[src/rtl/grbf_pkg.sv]
// ----------------------------------------------------------------------------
// grbf_pkg
// Shared constants, command and status types and the exp table generator
// for the Gaussian RBF evaluator.
// ----------------------------------------------------------------------------
package grbf_pkg;

  localparam int MAX_CENTERS       = 256;
  localparam int EXP_TABLE_ENTRIES = 256;

  localparam logic [31:0] LN2_Q32      = 32'hB172_17F8;
  localparam logic [16:0] LOG2E_Q16    = 17'd94548;
  localparam int          SERIES_TERMS = 13;

  localparam logic [1:0] MODE_LOAD_CENTER = 2'd0;
  localparam logic [1:0] MODE_LOAD_WEIGHT = 2'd1;
  localparam logic [1:0] MODE_QUERY       = 2'd2;

  localparam logic CFG_ACTIVE_CENTERS = 1'b0;
  localparam logic CFG_KERNEL_WIDTH   = 1'b1;

  localparam logic [8:0]  ACTIVE_CENTERS_RST = 9'd193;
  localparam logic [31:0] KERNEL_WIDTH_RST   = 32'd65536;

  typedef struct packed {
    logic wr_center;
    logic wr_weight;
    logic wr_bias;
    logic start;
    logic issue;
    logic finish;
  } grbf_cmd_t;

  typedef struct packed {
    logic pipe_busy;
    logic out_free;
  } grbf_sts_t;

  // 2^-k/N in Q1.16 from x = k * 2^32 / N, series for exp(-x ln2)
  function automatic logic [16:0] exp_from_x(input logic [63:0] x);
    logic [63:0] z;
    logic [63:0] term;
    logic [63:0] pos;
    logic [63:0] neg;
    logic [63:0] r;
    z    = (x * {32'd0, LN2_Q32}) >> 32;
    term = 64'd1 << 32;
    pos  = term;
    neg  = 64'd0;
    for (int n = 1; n <= SERIES_TERMS; n++) begin
      term = ((term * z) >> 32) / 64'(n);
      if ((n % 2) == 1) begin
        neg = neg + term;
      end else begin
        pos = pos + term;
      end
    end
    r = ((pos - neg) + 64'd32768) >> 16;
    if (r > 64'd65536) begin
      r = 64'd65536;
    end
    return r[16:0];
  endfunction

endpackage

[src/rtl/grbf_ctrl.sv]
// ----------------------------------------------------------------------------
// grbf_ctrl
// Controller: decodes input transactions, sequences the center walk of a
// query and hands the result to the output register.
// ----------------------------------------------------------------------------
module grbf_ctrl
  import grbf_pkg::*;
#(
  parameter int MaxCenters = MAX_CENTERS
) (
  input  logic                                        clk,
  input  logic                                        rst_n,
  input  logic                                        in_valid,
  output logic                                        in_stall,
  input  logic [1:0]                                  in_mode,
  input  logic [8:0]                                  in_slot,
  input  logic [8:0]                                  active_centers,
  input  grbf_sts_t                                   sts,
  output grbf_cmd_t                                   cmd,
  output logic [((MaxCenters > 1) ? $clog2(MaxCenters) : 1)-1:0] issue_addr
);

  localparam int AW   = (MaxCenters > 1) ? $clog2(MaxCenters) : 1;
  localparam int CW   = $clog2(MaxCenters + 1);
  localparam int CMPW = (CW > 9) ? CW : 9;

  localparam logic [1:0] ST_IDLE   = 2'd0;
  localparam logic [1:0] ST_RUN    = 2'd1;
  localparam logic [1:0] ST_DRAIN  = 2'd2;
  localparam logic [1:0] ST_FINISH = 2'd3;

  logic [1:0]      state_r, state_nxt;
  logic [AW-1:0]   addr_r, addr_nxt;
  logic [AW-1:0]   last_r, last_nxt;
  logic            accept;
  logic            slot_ok;
  logic [CMPW-1:0] active_ext;
  logic [CMPW-1:0] cnt_eff;

  assign in_stall   = (state_r != ST_IDLE);
  assign accept     = in_valid && !in_stall;
  assign slot_ok    = CMPW'(in_slot) < CMPW'(MaxCenters);
  assign active_ext = CMPW'(active_centers);
  assign cnt_eff    = (active_ext > CMPW'(MaxCenters)) ? CMPW'(MaxCenters) : active_ext;
  assign issue_addr = addr_r;

  always_comb begin
    state_nxt      = state_r;
    addr_nxt       = addr_r;
    last_nxt       = last_r;
    cmd            = '0;
    case (state_r)
      ST_IDLE: begin
        if (accept) begin
          case (in_mode)
            MODE_LOAD_CENTER: begin
              cmd.wr_center = slot_ok;
            end
            MODE_LOAD_WEIGHT: begin
              cmd.wr_weight = slot_ok;
              cmd.wr_bias   = !slot_ok;
            end
            MODE_QUERY: begin
              cmd.start = 1'b1;
              addr_nxt  = '0;
              last_nxt  = AW'(cnt_eff - CMPW'(1));
              state_nxt = (cnt_eff == '0) ? ST_DRAIN : ST_RUN;
            end
            default: begin
            end
          endcase
        end
      end
      ST_RUN: begin
        cmd.issue = 1'b1;
        addr_nxt  = addr_r + AW'(1);
        if (addr_r == last_r) begin
          state_nxt = ST_DRAIN;
        end
      end
      ST_DRAIN: begin
        if (!sts.pipe_busy) begin
          state_nxt = ST_FINISH;
        end
      end
      ST_FINISH: begin
        if (sts.out_free) begin
          cmd.finish = 1'b1;
          state_nxt  = ST_IDLE;
        end
      end
      default: begin
        state_nxt = ST_IDLE;
      end
    endcase
  end

  always_ff @(posedge clk) begin
    if (!rst_n) begin
      state_r <= ST_IDLE;
      addr_r  <= '0;
      last_r  <= '0;
    end else begin
      state_r <= state_nxt;
      addr_r  <= addr_nxt;
      last_r  <= last_nxt;
    end
  end

  a_issue_in_range: assert property (@(posedge clk) disable iff (!rst_n)
    cmd.issue |-> addr_r <= last_r)
    else $error("issue beyond last active center");

  a_finish_after_drain: assert property (@(posedge clk) disable iff (!rst_n)
    cmd.finish |-> $past(state_r) == ST_DRAIN || $past(state_r) == ST_FINISH)
    else $error("finish without drain");

  a_empty_query_skips: assert property (@(posedge clk) disable iff (!rst_n)
    (cmd.start && cnt_eff == '0) |=> !cmd.issue)
    else $error("issue for query with no active centers");

endmodule

[config.mk]
export PLATFORM = sky130hd
export DESIGN_NAME = grbf_ctrl
export DESIGN_NICKNAME = d
export VERILOG_FILES = /design/src/rtl/grbf_pkg.sv /design/src/rtl/grbf_ctrl.sv
export SDC_FILE = /design/constraint.sdc
export NUM_CORES = 1
export LEC_CHECK = 0
export CAP_MARGIN = 20
export CELL_PAD_IN_SITES_DETAIL_PLACEMENT = 2
export CELL_PAD_IN_SITES_GLOBAL_PLACEMENT = 2
export CORE_MARGIN = 8
export CORE_UTILIZATION = 34
export CTS_CLUSTER_DIAMETER = 60
export DETAILED_ROUTE_END_ITERATION = 6
export DONT_BUFFER_PORTS = 1
export GPL_TIMING_DRIVEN = 0
export HOLD_SLACK_MARGIN = 0.15
export PLACE_DENSITY = 0.84
export SLEW_MARGIN = 20
export SYNTH_ARGS = -nofsm -noshare
export SYNTH_HDL_FRONTEND = slang
export SYNTH_SLANG_ARGS = --single-unit
[constraint.sdc]
create_clock -name clk -period 2.05 [get_ports clk]
set_input_delay 0.3075 -clock clk [delete_from_list [all_inputs] [get_ports clk]]
set_output_delay 0.3075 -clock clk [all_outputs]
set_load 0.01 [all_outputs]
==> results.ini, run 1 <==
[status]
status=completed

[grt]
grt_util_all_layers=0.123
grtUsageMet1=0.153
met2_usage=0.197
grt.busiest_layer=met2
use_met3=0.0293
grt_pass1_wl_um=5310
grt_start_max_net_pins=11
grt-ovfl-total=0
antenna_found_initial=0
grt_pass1_vias=1098

[drt]
via_per_inst=5.40
wire_per_inst_um=18.0
wl_um=3450
drt-initial-drc-count=36
drc=0
vias=1037
final_antenna_net_count=0
first_pass_iters=4

[synthesis]
synth_edf_count=0
synth_ff_type=dfxtp_1
synthTopCellsByArea=dfxtp_1, xnor2_1, ha_1
synth-compound-area-share=0.139
synth_top_area_share=0.308
synth_top_cell_by_area=dfxtp_1
netlist_instances=139
yosysSeqAreaShare=0.308
syn-cell-area_um2=1170
yosys.area_share.simple=0.302
synthXorXnorAreaFrac=0.135
synth_warnings=0
synth_nets=171
yosysUniqueCellTypes=39
synth-adder-area-share=0.0749
synth_top_family_by_area=simple AND/OR/NAND/NOR gates
async_flop_share=0
avgSynthCellArea_um2=8.42
ys_ff_latch=18
muxShareOfSynthArea=0.00856

[cts]
clk_path_buf_depth=2
cts_root_buf=clkbuf_4
clock_latency_ps=300
clk_pin_slew_ps=120
post_cts_buffers=0
cts_tree=built
cts_sinks=18
cts_max_level=1
numCtsBuffers=3

[finish]
layout_commonest_cell=nand2_1
area_growth_pct=11.9
layout_common_cells=nand2_1, dfxtp_1, xnor2_1
n_antenna_cell=0
drive_above_1_share=0.110
layout.nets=179

[timing]
whs_ps=196
setup-tns-final_ps=0
hold_viol=0
min_period_ps=1870
clock.fmax_mhz=536
tightest_slew_ps=420
setup_viol=0
period_share=0.910
slew_violations=0
skew_ps=7.76
rsz0062_at_grt=no
slew_headroom=0.717

[worst_hold_path]
whs_path_depth=2
hold_start=active_centers[8]
hold-path-endpoint=last_r[5]$_SDFFE_PN0P_
hp-class=input port to register

[power_and_ir_drop]
leakagePower_nw=0.500
ir_drop_v=0.000215
power_density_nw_per_um2=741

[placed_design]
place.gp.congestion=0.764
post-dp-hpwl_um=2650
port_buffers=0

[die]
die_x_um=74.7
die-height_um=74.7
io_pins=40
fp.dieArea_um2=5570
coreArea_um2=3310
num_rows=21
start_util=0.353

[worst_setup_path]
crit_type=register to output port
required_ps=1740
crit_fanout=7
cp_data_arrival_time_ps=1560
rr_worst_depth=7
critPathLaunchType=register
cp_slowest_cell=dfxtp_1
cp-end-kind=output port
max_stage_delay_ps=370
reg2reg_to=issue_addr[7]$_SDFFE_PN0P_
cp_cell_sequence=inv_1 > ha_2 > nand2_1 > nor3_1
r2r_start=state_r[0]$_SDFFE_PN0P_
critPathBufInv=1
r2r_slack_ps=330
path_delay_family=simple AND/OR/NAND/NOR gates

[run]
drv_cap=0

-- per-layer routing --
| layer | share of wire | vias to the layer above |
|---|---|---|
| met4 | 0.018 | 0 |
| met3 | 0.070 | 4 |
| met5 | 0 | - |
| li1 | - | 504 |
| met1 | 0.43 | 498 |
| met2 | 0.49 | 31 |
-- flip-flops by register name, indices dropped and copies added, names as in the netlist --
| signal | flops |
|---|---|
| issue_addr | 8 |
| state_r | 2 |
| last_r | 8 |
-- synth_stat cells, types with 3 or more instances --
master,count
dfxtp_1,18
nand2_1,19
nand2b_1,3
a21oi_1,7
inv_1,4
nand4_1,5
xor2_1,5
and2_1,3
ha_1,7
xnor2_1,13
nor2_1,11
and3_1,4
o21ai_0,8
nand3_1,3
-- logic make-up after synthesis --
group / Yosys count
adder cells (fa/ha/maj): 7
buffers and inverters: 7
flip-flops: 18
multiplexers: 1
AO/OA/AOI/OAI: 26
AND/OR/NAND/NOR: 62
XOR/XNOR: 18
-- power by group --
| part | switching [W] | total (W) | internal [W] |
|---|---|---|---|
| Sequential | 0.0000329 | 0.000412 | 0.000379 |
| Combinational | 0.000205 | 0.000330 | 0.000125 |
| Clock | 0.000120 | 0.000228 | 0.000108 |
-- through the flow --
stage / worst slack [ps] / cell area [um2] / util / std cells / power (W)
2_1_floorplan: 524 / 1170 / - / 139 / 0.000652
3_5_place_dp: 271 / 1230 / 0.371 / 185 / 0.000729
4_1_cts: 21.9 / 1280 / 0.387 / 190 / 0.000963
5_1_grt: 40.6 / 1310 / 0.395 / 192 / 0.00104
3_3_place_gp: 322 / 1230 / 0.371 / 185 / 0.000713
6_report: 184 / 1310 / 0.395 / 192 / 0.000970
-- repair_timing --
| action | in CTS | in global routing |
|---|---|---|
| pin swaps | 0 | 0 |
| hold buffers | 1 | 2 |
| setup endpoints to repair | 1 | 4 |
| gates resized for setup | 1 | 2 |
| endpoints found under the hold margin | 1 | 1 |
-- worst max-delay path by stage --
stage,start,end,slack [ps],depth (start not counted)
finish,state_r[0]$_SDFFE_PN0P_,cmd[3],180,4
detailed placement,state_r[0]$_SDFFE_PN0P_,issue_addr[7]$_SDFFE_PN0P_,270,7
floorplan,state_r[0]$_SDFFE_PN0P_,cmd[4],520,4
global route,state_r[0]$_SDFFE_PN0P_,cmd[4],40,4
CTS,state_r[0]$_SDFFE_PN0P_,cmd[5],20,4
global placement,state_r[0]$_SDFFE_PN0P_,cmd[4],320,4
-- final cells by class --
| class | count | area (um2) |
|---|---|---|
| Buffer | 2 | 20.0 |
| Inverter | 5 | 18.8 |
| Fill cell | 390 | 2000 |
| Tap cell | 46 | 57.6 |
| Timing Repair Buffer | 3 | 30.0 |
| Sequential cell | 18 | 360 |
| Multi-Input combinational cell | 114 | 786 |
| Clock buffer | 4 | 36.3 |
Note: power is estimated with default switching activity, not from simulation.
==> run 2, diff against run 1 <==
CORE_UTILIZATION = 31   (was 34)
PLACE_DENSITY = not set   (was 0.84)
PLACE_DENSITY_LB_ADDON = 0.25   (was not set)
clock period = 1.6 ns   (was 2.05 ns; I/O delays follow)
==> run 2 against run 1 <==
  * Critical path depth up 1
  * Register-to-register slack worse by 290 ps
  * Routed wire length up 8.0%
  * Critical path type unchanged
  * Via count up 3.4%
  * Highest routed layer unchanged
  * Core utilization down 0.41 points
  * Power up 52%
==> results.ini, run 2 (synthesized netlist as in run 1, its figures left out) <==
[die]
die_x_um=77.4  ; +3.7%
io_pins=40  ; unchanged
coreArea_um2=3630  ; +9.8%
num_rows=22  ; +4.8%
die-height_um=77.4  ; +3.7%
fp.dieArea_um2=6000  ; +7.6%
start_util=0.322  ; -0.0314

[finish]
layout_commonest_cell=nand2_1
final_core_util=0.391  ; -0.00413
layout_common_cells=nand2_1, dfxtp_1, xnor2_1
area_growth_pct=21.5
finalNonFillerCells=198  ; +3.1%
layout.nets=183  ; +2.2%
drive_above_1_share=0.213  ; +0.104
n_antenna_cell=0  ; unchanged

[power_and_ir_drop]
power.switching_w=0.000522  ; +46%
clkPwrFrac=0.259  ; +0.024
leakagePower_nw=0.541  ; +8.2%
switching_share=0.353  ; -0.0160
p_int_w=0.000955  ; +56%
pwr-share-comb=0.374  ; +0.034
power_frac_seq=0.368  ; -0.056
ir_drop_v=0.000311  ; +45%
power_density_nw_per_um2=1040  ; +40%

[drt]
first_pass_iters=4  ; unchanged
drc=0  ; unchanged
final_antenna_net_count=0  ; unchanged
wire_per_inst_um=18.8  ; +4.7%
drt-initial-drc-count=22  ; -39%
vias=1072  ; +3.4%
via_per_inst=5.41  ; +0.24%
wl_um=3730  ; +8.0%

[placed_design]
dpl_worst_slack_ps=-223  ; -494 ps
post-dp-hpwl_um=2700  ; +1.9%
place.gp.congestion=0.719  ; -5.9%
dpl.cell_count=187  ; +1.1%
port_buffers=0  ; unchanged

[timing]
skew_ps=1.04  ; -6.71 ps
rsz0062_at_grt=yes
worst_slack_ps=18.3  ; -166 ps
slew_violations=0  ; unchanged
tightest_slew_ps=410  ; -9.49 ps
slew_headroom=0.724  ; +0.00745
setup_viol=0  ; unchanged
period_share=0.989
whs_ps=170  ; -26.2 ps
min_period_ps=1580
clock.fmax_mhz=632
hold_viol=0  ; unchanged

[grt]
antenna_found_initial=0  ; unchanged
grt_pass1_wl_um=6110  ; +15%
grt_start_max_net_pins=11  ; unchanged
grt_pass1_vias=1172  ; +6.7%
grt_util_all_layers=0.125  ; +0.00198
grt-ovfl-total=0  ; unchanged

[cts]
cts_sinks=18  ; unchanged
cts_max_level=1  ; unchanged
clk_pin_slew_ps=70  ; -50 ps
cts_root_buf=clkbuf_8
clock_latency_ps=260  ; -40 ps
numCtsBuffers=3  ; unchanged
clk_path_buf_depth=2  ; unchanged
cts_tree=built

[worst_setup_path]
rr_worst_depth=7  ; unchanged
critPathBufInv=3  ; +2
crit_type=register to output port
critical_path.most_common_cell=inv_4
cp-end-kind=output port
crit_fanout=7  ; unchanged
path_delay_family=flip-flops
cp_cell_sequence=inv_4 > ha_4 > nand4b_4 > inv_4 > buf_6
max_stage_delay_ps=370  ; about the same
required_ps=1360  ; -380 ps
critPathLaunchType=register
cp_data_arrival_time_ps=1340  ; -220 ps
path_depth=5  ; +1
cp_slowest_cell=dfxtp_4

[status]
status=completed

[worst_hold_path]
whs_path_depth=2  ; unchanged
hp-class=input port to register

[run]
drv_cap=0  ; unchanged

## run 2: cell count changes in the layout (fill, tap and decap cells not counted), moves of 2 or more
cell / before / now
buf_4: 0 / 5
clkbuf_4: 3 / 0
clkbuf_8: 1 / 4
dfxtp_1: 18 / 15
inv_4: 0 / 3
dfxtp_2: 0 / 2
dlygate4sd3_1: 3 / 1
ha_4: 0 / 2
inv_1: 4 / 2
## run 2: per-stage QoR
stage          power, W  TNS, ps  area (um2)
6_report        0.00148        0        1420
5_1_grt         0.00157    -89.2        1420
4_1_cts         0.00143        0        1380
3_5_place_dp   0.000941     -981        1230
3_3_place_gp   0.000922     -581        1230
2_1_floorplan  0.000835        0        1170
## run 2: layout make-up
type	count	area (um2)
flip-flops and latches	18	367
plain buffers	2	20.0
clock buffers	4	55.1
repair buffers	7	52.6
multi-input cells	114	841
inverters	5	26.3
well taps	48	60.1
fillers	424	2210
## run 2: path summary, 6_finish.rpt
path	start	endpoint	slack (ps)
hold / removal	active_centers[8]	last_r[5]$_SDFFE_PN0P_	170
setup reg to reg	state_r[0]$_SDFFE_PN0P_	issue_addr[7]$_SDFFE_PN0P_	40
setup / recovery	state_r[0]$_SDFFE_PN0P_	cmd[2]	20
hold reg to reg	state_r[1]$_SDFFE_PN0P_	state_r[1]$_SDFFE_PN0P_	530
## run 2: routing by layer
layer  share of wire  global-route usage  routed length (um)  vias to the layer above
met5               0                   0                   0                        -
li1                -                   -                   -                      512
met2            0.50               0.217                1870                       28
met1            0.41               0.136                1520                      528
met4           0.012              0.0453                  43                        0
met3           0.079              0.0472                 293                        4
## run 2: power by group through the flow
stage | Sequential (W) | Clock, W | Combinational, W
after floorplan | 0.000525 | 0 | 0.000310
after global placement | 0.000534 | 0 | 0.000387
after detailed placement | 0.000538 | 0 | 0.000403
after CTS | 0.000540 | 0.000394 | 0.000496
after global routing | 0.000548 | 0.000417 | 0.000605
final | 0.000543 | 0.000382 | 0.000552
## run 2: repair_timing
| action | 4_1_cts | 5_1_grt |
|---|---|---|
| resized for setup | 16 | 6 |
| buffers inserted | 3 | 2 |
| cloned | 0 | 1 |
| endpoints found under the setup margin | 19 | 9 |
| hold buffers | 1 | 0 |
| endpoints found under the hold margin | 2 | 0 |
| pin swaps | 3 | 4 |
==> run 3, diff against run 2 <==
PLACE_DENSITY_LB_ADDON = 0.1   (was 0.25)
==> run 3 against run 2 <==
  * Die area unchanged
  * Design area grew 2.6%
  * Critical path type unchanged
  * Register-to-register slack improved by 20 ps
  * Core utilization grew 1.0 points
  * Clock skew rose by 3.9 ps
  * Via count is the same
  * Largest power group is now registers
  * Fmax rose by 1.7%
  * Critical endpoint unchanged
  * Worst setup slack better by 27 ps
  * Critical path depth did not move
  * Sequential share of layout area shrank 0.32 points
==> results.ini, run 3 (synthesized netlist as in run 1, its figures left out) <==
[drt]
drc=0  ; unchanged
vias=1072  ; unchanged
drt-initial-drc-count=23  ; +4.5%
via_per_inst=5.39  ; -0.50%
wl_um=3600  ; -3.5%
wire_per_inst_um=18.1  ; -4.0%
final_antenna_net_count=0  ; unchanged
first_pass_iters=4  ; unchanged

[cts]
clk_path_buf_depth=2  ; unchanged
cts_root_buf=clkbuf_8
clock_latency_ps=250  ; about the same
cts_tree=built
clk_pin_slew_ps=70  ; about the same
cts_sinks=18  ; unchanged
cts_max_level=1  ; unchanged
numCtsBuffers=3  ; unchanged

[timing]
period_share=0.972  ; -0.0168
hold_viol=0  ; unchanged
worst_slack_ps=45.1  ; +26.8 ps
skew_ps=4.93  ; +3.88 ps
clock.fmax_mhz=643  ; +1.7%
slew_headroom=0.708  ; -0.0163
setup_viol=0  ; unchanged
setup-tns-final_ps=0  ; unchanged
slew_violations=0  ; unchanged
min_period_ps=1550  ; -26.8 ps
rsz0062_at_grt=yes
tightest_slew_ps=435  ; +24.3 ps

[worst_setup_path]
reg2reg_to=issue_addr[7]$_SDFFE_PN0P_
critPathLaunchType=register
cp-end-kind=output port
crit_type=register to output port
critPathLaunch=state_r[1]$_SDFFE_PN0P_
crit_fanout=7  ; unchanged
r2r_start=state_r[1]$_SDFFE_PN0P_
r2r_slack_ps=60  ; +20 ps
cp_data_arrival_time_ps=1310  ; -30 ps
rr_worst_depth=7  ; unchanged
required_ps=1360  ; about the same

[finish]
layout_common_cells=nand2_1, dfxtp_1, xnor2_1
layout_commonest_cell=nand2_1
final_area_um2=1460  ; +2.6%
area_growth_pct=24.7
finalNonFillerCells=199  ; +0.51%
layout.nets=184  ; +0.55%
n_antenna_cell=0  ; unchanged
drive_above_1_share=0.225  ; +0.0118

[power_and_ir_drop]
ir_drop_v=0.000397  ; +28%
leakagePower_nw=0.555  ; +2.6%
report.power.total_w=0.00144  ; -2.2%
power_density_nw_per_um2=990  ; -4.7%

[die]
start_util=0.322  ; unchanged
num_rows=22  ; unchanged
fp.dieArea_um2=6000  ; unchanged
die_x_um=77.4  ; unchanged
io_pins=40  ; unchanged
coreArea_um2=3630  ; unchanged
die-height_um=77.4  ; unchanged

[grt]
antenna_found_initial=0  ; unchanged
grt_util_all_layers=0.117  ; -0.00805
grt_pass1_vias=1170  ; -0.17%
grt_start_max_net_pins=11  ; unchanged
grt-ovfl-total=0  ; unchanged
grt_pass1_wl_um=5800  ; -5.2%

[worst_hold_path]
whs_path_depth=2  ; unchanged
hold-path-endpoint=last_r[7]$_SDFFE_PN0P_
hold_start=active_centers[7]
hp-class=input port to register

[status]
status=completed

[placed_design]
port_buffers=0  ; unchanged
place_area_um2=1230  ; unchanged
dpl.cell_count=187  ; unchanged
dpl_worst_slack_ps=-218  ; +5.50 ps
post-dp-hpwl_um=2740  ; +1.6%
place.gp.congestion=0.723  ; +0.61%

[run]
drv_cap=0  ; unchanged

## run 3: cell types whose count changed in the layout (fill, tap and decap cells not counted), sizes merged
cell    previous run  this run
clkbuf             4         5
## run 3: repair_timing
item	in CTS	in global routing
gates cloned	0	1
buffers inserted	1	5
hold buffers	1	0
setup endpoints to repair	19	7
endpoints found under the hold margin	2	0
resized for setup	15	10
pin swaps	2	5
## run 3: worst max path at each step
stage | end
final | cmd[2]
after global routing | issue_addr[7]$_SDFFE_PN0P_
after CTS | cmd[2]
after detailed placement | issue_addr[7]$_SDFFE_PN0P_
after global placement | issue_addr[7]$_SDFFE_PN0P_
after floorplan | issue_addr[5]$_SDFFE_PN0P_
## run 3: report_power, final
part | switching [W] | internal [W] | total [W]
sequential | 0.0000459 | 0.000494 | 0.000539
clock | 0.000160 | 0.000219 | 0.000379
combinational | 0.000292 | 0.000234 | 0.000526
## run 3: layout make-up
cell class	instances	area (um2)
clock buffer	4	55.1
tap	48	60.1
timing repair buffer	8	80.1
inverter	5	26.3
sequential	18	372
fill	426	2170
buffer	2	23.8
multi-input combinational	114	842
## run 3: critical path: stages, from the launching register on
cell	delay, ps
dfxtp_4	360
inv_4	70
ha_4	180
nand4b_4	200
inv_4	130
buf_8	120
## run 3: metal layers
| metal | global-route usage | vias up | part of all wire |
|---|---|---|---|
| li1 | - | 512 | - |
| met1 | 0.126 | 528 | 0.41 |
| met2 | 0.207 | 30 | 0.50 |
| met3 | 0.0357 | 2 | 0.080 |
| met4 | 0.0509 | 0 | 0.0094 |
| met5 | 0 | - | 0 |
## run 3: stage by stage
step / hold slack, ps / utilization
after floorplan: 378 / -
after detailed placement: 415 / 0.338
final: 180 / 0.402
after global placement: 396 / 0.338
after CTS: 151 / 0.376
after global routing: 186 / 0.402
